--- config.mk ---
export PLATFORM = sky130hd
export DESIGN_NAME = sorted_priority_queue
export DESIGN_NICKNAME = d
export VERILOG_FILES = /design/src/rtl/core/spq_pkg.sv /design/src/rtl/core/sorted_priority_queue.sv /design/src/rtl/core/spq_ctrl.sv /design/src/rtl/core/spq_cells.sv
export SDC_FILE = /design/constraint.sdc
export NUM_CORES = 2
export LEC_CHECK = 0
export BUFFER_PORTS_ARGS = -buffer_cell sky130_fd_sc_hd__buf_2
export CAP_MARGIN = 20
export CORE_ASPECT_RATIO = 0.6
export CORE_UTILIZATION = 50
export CTS_BUF_LIST = sky130_fd_sc_hd__clkbuf_8
export DETAILED_ROUTE_END_ITERATION = 10
export HOLD_SLACK_MARGIN = 0.05
export PLACE_DENSITY = 0.66
export SYNTH_ARGS = -nofsm -noshare
export SYNTH_HDL_FRONTEND = slang
export SYNTH_SLANG_ARGS = --single-unit
--- constraint.sdc ---
create_clock -name clock -period 6.1 [get_ports clock]
set_input_delay 0.305 -clock clock [delete_from_list [all_inputs] [get_ports clock]]
set_output_delay 0.305 -clock clock [all_outputs]
set_load 0.02 [all_outputs]
--- src/rtl/core/spq_pkg.sv ---
// Shared types and constants for the sorted priority queue.
`timescale 1ns / 1ps

package spq_pkg;

   localparam int CAPACITY_DEF = 16;
   localparam int VALUE_W      = 32;
   localparam int HELD_W       = 5;

   localparam logic OP_PUSH = 1'b0;
   localparam logic OP_POP  = 1'b1;

   typedef struct packed {
      logic                      op;
      logic signed [VALUE_W-1:0] value;
   } req_type;

   typedef struct packed {
      logic signed [VALUE_W-1:0] popped_value;
      logic                      popped_valid;
      logic                      rejected;
      logic                      is_empty;
      logic [HELD_W-1:0]         held_count;
   } rsp_type;

   // commands from the controller to the datapath
   typedef struct packed {
      logic capture;
      logic execute;
   } cmd_type;

   typedef enum logic {
      ST_IDLE,
      ST_EXEC
   } state_type;

endpackage

--- src/rtl/core/sorted_priority_queue.sv ---
// Top level of the sorted priority queue.
`timescale 1ns / 1ps

// Keeps up to CAPACITY signed 32-bit values in ascending order in a row of
// compare-and-shift cells. A push (op 0) inserts its value behind any equal
// values; a pop (op 1) removes and returns the smallest. Every request yields
// one response with the popped value, a rejected flag (push when full, pop
// when empty), the count after the request (low 5 bits) and an empty flag.
// A request is first registered, then applied across all cells at once while
// the response register is loaded, so a new request is taken only after the
// last one is applied; a stalled response holds the registered request in the
// execute step until the response register is free.
module sorted_priority_queue #(
   parameter int CAPACITY = spq_pkg::CAPACITY_DEF
) (
   input  logic             clock,
   input  logic             reset,
   input  logic             req_valid,
   output logic             req_stall,
   input  spq_pkg::req_type req_data,
   output logic             rsp_valid,
   input  logic             rsp_stall,
   output spq_pkg::rsp_type rsp_data
);
   import spq_pkg::*;

   cmd_type cmd;

   spq_ctrl u_ctrl (
      .clock     (clock),
      .reset     (reset),
      .req_valid (req_valid),
      .req_stall (req_stall),
      .rsp_valid (rsp_valid),
      .rsp_stall (rsp_stall),
      .cmd       (cmd)
   );

   spq_cells #(
      .CAPACITY (CAPACITY)
   ) u_cells (
      .clock    (clock),
      .reset    (reset),
      .cmd      (cmd),
      .req_data (req_data),
      .rsp_data (rsp_data)
   );

endmodule

--- src/rtl/core/spq_ctrl.sv ---
// Controller state machine for the sorted priority queue.
`timescale 1ns / 1ps

module spq_ctrl (
   input  logic             clock,
   input  logic             reset,
   input  logic             req_valid,
   output logic             req_stall,
   output logic             rsp_valid,
   input  logic             rsp_stall,
   output spq_pkg::cmd_type cmd
);
   import spq_pkg::*;

   state_type state_ff, state_in;
   logic      rsp_valid_ff, rsp_valid_in;
   logic      out_free;

   // the response register can take a new result this cycle
   assign out_free = !rsp_valid_ff || !rsp_stall;

   always_comb begin
      state_in = state_ff;
      case (state_ff)
         ST_IDLE: begin
            if (req_valid) state_in = ST_EXEC;
         end
         ST_EXEC: begin
            if (out_free) state_in = ST_IDLE;
         end
         default: state_in = ST_IDLE;
      endcase
   end

   always_comb begin
      cmd.capture  = 1'b0;
      cmd.execute  = 1'b0;
      req_stall    = 1'b1;
      rsp_valid_in = rsp_valid_ff && rsp_stall;
      case (state_ff)
         ST_IDLE: begin
            req_stall   = 1'b0;
            cmd.capture = req_valid;
         end
         ST_EXEC: begin
            cmd.execute = out_free;
            if (out_free) rsp_valid_in = 1'b1;
         end
         default: begin
            req_stall = 1'b1;
         end
      endcase
   end

   always_ff @(posedge clock) begin
      if (reset) begin
         state_ff     <= ST_IDLE;
         rsp_valid_ff <= 1'b0;
      end else begin
         state_ff     <= state_in;
         rsp_valid_ff <= rsp_valid_in;
      end
   end

   assign rsp_valid = rsp_valid_ff;

endmodule

--- src/rtl/core/spq_cells.sv ---
// Datapath: request register, row of sorted compare-and-shift cells, count and response.
`timescale 1ns / 1ps

module spq_cells #(
   parameter int CAPACITY = spq_pkg::CAPACITY_DEF
) (
   input  logic             clock,
   input  logic             reset,
   input  spq_pkg::cmd_type cmd,
   input  spq_pkg::req_type req_data,
   output spq_pkg::rsp_type rsp_data
);
   import spq_pkg::*;

   localparam int CNT_W = $clog2(CAPACITY + 1);

   req_type                   req_ff;
   rsp_type                   rsp_ff, rsp_in;
   logic [CNT_W-1:0]          count_ff, count_in;
   logic signed [VALUE_W-1:0] entry_ff [CAPACITY];
   logic signed [VALUE_W-1:0] entry_in [CAPACITY];
   logic [CAPACITY-1:0]       gt;
   logic [CAPACITY-1:0]       at_end;
   logic                      is_full, is_none, push_ok, pop_ok;
   logic [CNT_W+HELD_W-1:0]   held_wide;

   assign is_full = (count_ff == CNT_W'(CAPACITY));
   assign is_none = (count_ff == '0);
   assign push_ok = (req_ff.op == OP_PUSH) && !is_full;
   assign pop_ok  = (req_ff.op == OP_POP) && !is_none;

   // each cell compares its own entry; held entries above the new value shift up
   for (genvar i = 0; i < CAPACITY; i++) begin : g_cell
      assign gt[i]     = (CNT_W'(i) < count_ff) && (entry_ff[i] > req_ff.value);
      assign at_end[i] = (CNT_W'(i) == count_ff);

      if (i == 0) begin : g_first
         always_comb begin
            entry_in[i] = entry_ff[i];
            if (push_ok) begin
               if (gt[i] || at_end[i]) entry_in[i] = req_ff.value;
            end else if (pop_ok) begin
               if (CAPACITY > 1) entry_in[i] = entry_ff[(CAPACITY > 1) ? 1 : 0];
            end
         end
      end else begin : g_rest
         always_comb begin
            entry_in[i] = entry_ff[i];
            if (push_ok) begin
               if (gt[i] || at_end[i]) entry_in[i] = gt[i-1] ? entry_ff[i-1] : req_ff.value;
            end else if (pop_ok) begin
               if (i < CAPACITY - 1) entry_in[i] = entry_ff[(i < CAPACITY - 1) ? i + 1 : i];
            end
         end
      end
   end

   always_comb begin
      count_in = count_ff;
      if (push_ok)     count_in = count_ff + CNT_W'(1);
      else if (pop_ok) count_in = count_ff - CNT_W'(1);

      held_wide = {{HELD_W{1'b0}}, count_in};

      rsp_in.popped_value = pop_ok ? entry_ff[0] : '0;
      rsp_in.popped_valid = pop_ok;
      rsp_in.rejected     = !push_ok && !pop_ok;
      rsp_in.is_empty     = (count_in == '0);
      rsp_in.held_count   = held_wide[HELD_W-1:0];
   end

   always_ff @(posedge clock) begin
      if (reset) begin
         count_ff <= '0;
      end else if (cmd.execute) begin
         count_ff <= count_in;
      end
   end

   always_ff @(posedge clock) begin
      if (cmd.capture) req_ff <= req_data;
      if (cmd.execute) begin
         rsp_ff   <= rsp_in;
         entry_ff <= entry_in;
      end
   end

   assign rsp_data = rsp_ff;

endmodule
Word-level counts from Yosys, hierarchy flattened
Index checks and enable logic that the tools add are counted.
Storage, ports and cells
  register bits: 592
  latch bits: 0
  RAM bits: 0
  memory bits (read-only): 0
  bits of input ports: 37
  output and inout bits: 42
  word-level logic and storage cells: 225
  memories: 0
Cells by class
  add/sub/neg operators: 2
  multiply operators: 0
  divide/modulo/power cells: 0
  $lt $le $gt $ge: 32
  eq/ne operators: 31
  shifts and indexed selects: 0
  muxes and demuxes: 70
  bitwise operators: 2
  reduce and logical (&&, ||, !) cells: 62
Operators with widths (number)
  $mux 32: 60
  $gt 32x32->1: 16
  $reduce_and 3->1: 16
  $eq 4x5->1 const A: 8
  $lt 4x5->1 const A: 8
  $ne 2x2->1 const B: 15
  $eq 3x5->1 const A: 4
  $logic_and 1x1->1: 20
  $lt 3x5->1 const A: 4
  $logic_or 1x1->1: 17
  $eq 2x5->1 const A: 2
  $logic_not 5->1: 2
  $lt 1x5->1 const A: 2
  $lt 2x5->1 const A: 2
  $mux 5: 2
  $mux 1: 7
  $logic_not 1->1: 6
  $add 5x1->5 const B: 1
  $eq 1x5->1 const A: 1
  $eq 5x5->1 const B: 1
  $sub 5x1->5 const B: 1
  $not 1->1: 2
  $pmux 1 s2: 1
  $reduce_bool 2->1: 1

Depth between registers and ports, before layout
  word-level depth: 6
  depth in mapped cells: 12
  mapped depth without buffers: 9

Modules after synthesis
Synthesis repeated with hierarchy kept, for this count alone.
Unflattened totals
  cell total of the unflattened synthesis: 3721
  area, all modules: 40480.1 µm²
Modules (own cells, without submodules)
  spq_cells: times used 1, cells an instance 3712, area each 40387.5 µm², sequential area each 17666.9 µm²
  spq_ctrl: times used 1, cells an instance 9, area each 92.6 µm², sequential area each 40.0 µm²

Worst setup path after synthesis
OpenSTA, ideal clock, no wires.
  kind: register to register
  start: reg u_cells.req_ff[31] in the netlist's numbering
  end: reg u_cells.entry_ff[100] in the netlist's numbering (enable)
  setup time: 441 ps
  arrival time: 4832 ps
  slack: 828 ps
  stages on the path, launching flop included: 11
  path buffers: 2
  cells stage by stage: edfxtp_1 inv_1 clkbuf_1 ha_1 and4_1 and3_1 a221o_1 o311ai_0 nand2_1 clkbuf_1 a31oi_1
Between the ends
  cells in the longest elaborated chain, start to end: 5
RTL lines
  start: declaration: RTL line spq_cells.sv:17  | req_type req_ff;
  start signal: assignment: RTL line spq_cells.sv:81  | if (cmd.capture) req_ff <= req_data;
  $gt 32x32->1: RTL line spq_cells.sv:34  | assign gt[i] = (CNT_W'(i) < count_ff) && (entry_ff[i] > req_ff.value);
  $logic_and 1x1->1: RTL line spq_cells.sv:34
  $logic_or 1x1->1: RTL line spq_cells.sv:50  | if (gt[i] || at_end[i]) entry_in[i] = gt[i-1] ? entry_ff[i-1] : req_ff.value;
  $ne 2x2->1 (no source line)
  $reduce_and 3->1 (no source line)
  end signal: assignment: RTL line spq_cells.sv:84  | entry_ff <= entry_in;
  end: declaration: RTL line spq_cells.sv:20  | logic signed [VALUE_W-1:0] entry_ff [CAPACITY];
No other way between the ends.
A chain may end at the register's enable or synchronous reset.

==> results.ini <==
[setup_path]
critical_path_arrival_ns=5.10
r2r_start=u_cells.req_ff[21]$_DFFE_PP_
crit_start=u_cells.req_ff[21]$_DFFE_PP_
required_ns=6.58
critical_path_class=reg2reg
path_max_fanout=22
rr_endpoint=u_cells.entry_ff[222]$_DFFE_PP_
cp-start-kind=register
end_kind=register
ff2ff_path_depth=10
reg2reg_setup_slack_ns=1.48
crit_end=u_cells.entry_ff[222]$_DFFE_PP_

[cts]
htreeDepth=3
cts_root_buf=clkbuf_8
cts_buffers=93
clock_sinks=592
clkTransAtPathRegs_ns=0.07
clk_latency_ns=0.81
postCtsSetupRepairBufs=0
clockBufferDepth=3
cts_tree=done

[global_routing]
gr-total-overflow=0
busiest_layer=met1
grt_pass1_vias=32600
grt_max_degree=160
grt_use_total_pct=37.3
antenna_found_initial=2
use_met2_pct=45.3
use_met1_pct=55.1
grt_pass1_wl_um=217000
met3_usage_pct=20.4

[layout]
design_area_mm2=0.0434
area_growth_pct=10.8
stdcell_count=5056
final_nets=4482
drive_gt1_share_pct=9.57
fillers=6809

[logic_synthesis]
syn_area_mm2=0.0392
ys_seq_area_share_pct=45.1
yosys-top-cells-count=1,053 x nand2_1, 585 x edfxtp_1, 517 x ha_1
synth-xor-area-share_pct=0.112
synth_top_family_by_area=compound AO/OA/AOI/OAI gates
synth.distinct_cells=60
synth_cells=3844
synth_nets=4398
synth-async-reset-ratio_pct=0
synth.yosys.warnings=0
synthTopCellsByArea=edfxtp_1 45%, ha_1 16%, nand2_1 10%
yosysTopAreaCell=edfxtp_1
synth_ff_type=edfxtp_1
synth_top_area_share_pct=44.8
avgSynthCellArea_um2=10.2
synthAdderAreaFrac_pct=16.5
synth_edf_count=585
yosysMostFrequentCell=nand2_1
synth-compound-area-share_pct=18.0
synth_mux_area_share_pct=1.33
ys_ff_latch=592
yosys.area_share.simple_pct=15.9

[power]
peakVddDrop_mv=0.177
total_power_uw=10400
p_leak_uw=0.0170
power.density_mw_per_mm2=239

[sta]
fin_worst_skew_ns=0.0505
setup_viol=0
worstMarginPinSlew_ns=1.13
rsz0062_at_grt=false
maxSlewHeadroom_pct=24.7
max_freq_ghz=0.216
setup_tns_ns=0
layout_min_cycle_time_ns=4.62
fin_crit_sh_pct=75.7
hold_viol=0
report.final.slew_viol_count=0

[detailed_routing]
drtPass1Iterations=6
vias_per_cell=6.92
initialDrtViolationCount=5167
vias=35000
route.detailed.wl_per_inst_um=29.8
wirelength_um=151000
drc=0
ant_nets=0

[flow_run]
maxCapViolCount=0

[placement]
dp.cells=4840
place.gp.congestion=0.964
dpl_cell_area_mm2=0.0411
portBuffers=78
detailed_place_hpwl_um=107000

[floorplanning]
row_count=79
die_height_um=219
pin_count=79
floorplan.initialDensity_pct=50.5
die_area_mm2=0.0796
core_mm2=0.0776
die_w_um=364

[hold_path]
hp-class=in2reg

[status]
status=complete, no violations

[what timing repair did]
item,CTS,global route
endpoints found under the hold margin,53,0
resized for setup,0,0
hold buffers,38,0
[area by class of cell]
cell class / instances / area (µm²) / share of cell area [%]
Antenna cell: 1 / 2.50 / 0.00576
Clock buffer: 101 / 1390 / 3.20
Clock inverter: 68 / 368 / 0.847
Inverter: 55 / 206 / 0.475
Multi-Input combinational cell: 2955 / 20500 / 47.3
Sequential cell: 592 / 17700 / 40.8
Tap cell: 1053 / 1320 / 3.03
Timing Repair Buffer: 231 / 1920 / 4.43
[worst min-delay path by stage]
| stage | startpoint | endpoint | cells after the start |
|---|---|---|---|
| 2_1_floorplan | reset | u_cells.count_ff[0]$_SDFFE_PP0P_ | 1 |
| 3_3_place_gp | req_data[5] | u_cells.req_ff[5]$_DFFE_PP_ | 1 |
| 3_5_place_dp | req_data[3] | u_cells.req_ff[3]$_DFFE_PP_ | 1 |
| 4_1_cts | req_data[16] | u_cells.req_ff[16]$_DFFE_PP_ | 2 |
| 5_1_grt | req_data[7] | u_cells.req_ff[7]$_DFFE_PP_ | 2 |
| 6_report | req_data[7] | u_cells.req_ff[7]$_DFFE_PP_ | 2 |
[cells by family after synthesis]
group           count (synthesis)
compound gates                972
buf+inv                       297
flops                         592
mux                            37
xor+xnor                        5
fa+ha+maj                     517
simple gates                 1424
[state kept, by name, indices dropped and copies added (netlist names)]
| register | count |
|---|---|
| u_ctrl.state_ff | 1 |
| u_cells.req_ff | 33 |
| u_ctrl.rsp_valid | 1 |
| u_cells.count_ff | 5 |
| u_cells.entry_ff | 512 |
| u_cells.rsp_data | 40 |
[cell usage in the layout (no fill, tap or decap), types with 29 or more instances in the layout]
| cell | n |
|---|---|
| nand2_1 | 1053 |
| edfxtp_1 | 585 |
| ha_1 | 517 |
| o221ai_1 | 450 |
| a21oi_1 | 232 |
| o21ai_0 | 109 |
| clkbuf_8 | 101 |
| buf_4 | 94 |
| nand4_1 | 81 |
| inv_1 | 78 |
| buf_2 | 78 |
| nand3_1 | 66 |
| and4_1 | 50 |
| a21o_1 | 48 |
| nor2_1 | 47 |
| and2_1 | 45 |
| dlygate4sd3_1 | 38 |
| mux2_4 | 29 |
[where the power goes]
group          switching, µW  internal, µW  total [µW]  leakage (µW)
clock network           1830          1620        3450      0.000999
logic                   1330           680        2010        0.0106
registers                216          4730        4950       0.00543
[routing by layer]
metal	wire length, µm	share of wire (%)
met1	64500	43
met2	54200	36
met3	28600	19
met4	3420	2.3
met5	106	0.070
[critical path: stages, from the launching register on]
cell      delay, ns
edfxtp_1       0.39
inv_1          0.52
buf_4          0.46
ha_1           0.31
and4_1         0.24
and3_1         0.16
a221o_1        0.33
o311ai_0       0.57
a21o_1         0.83
buf_4          0.32
o221ai_1       0.12
[metrics by stage]
step	hold WS (ns)	setup WS (ns)	util, %
final	0.213	1.48	56.0
after global routing	0.197	1.36	56.0
after CTS	0.151	1.53	55.8
after detailed placement	0.483	1.59	53.0
after global placement	0.483	1.61	52.9
after floorplan	0.377	0.828	-
No activity file was read; power rests on OpenSTA's default activity.
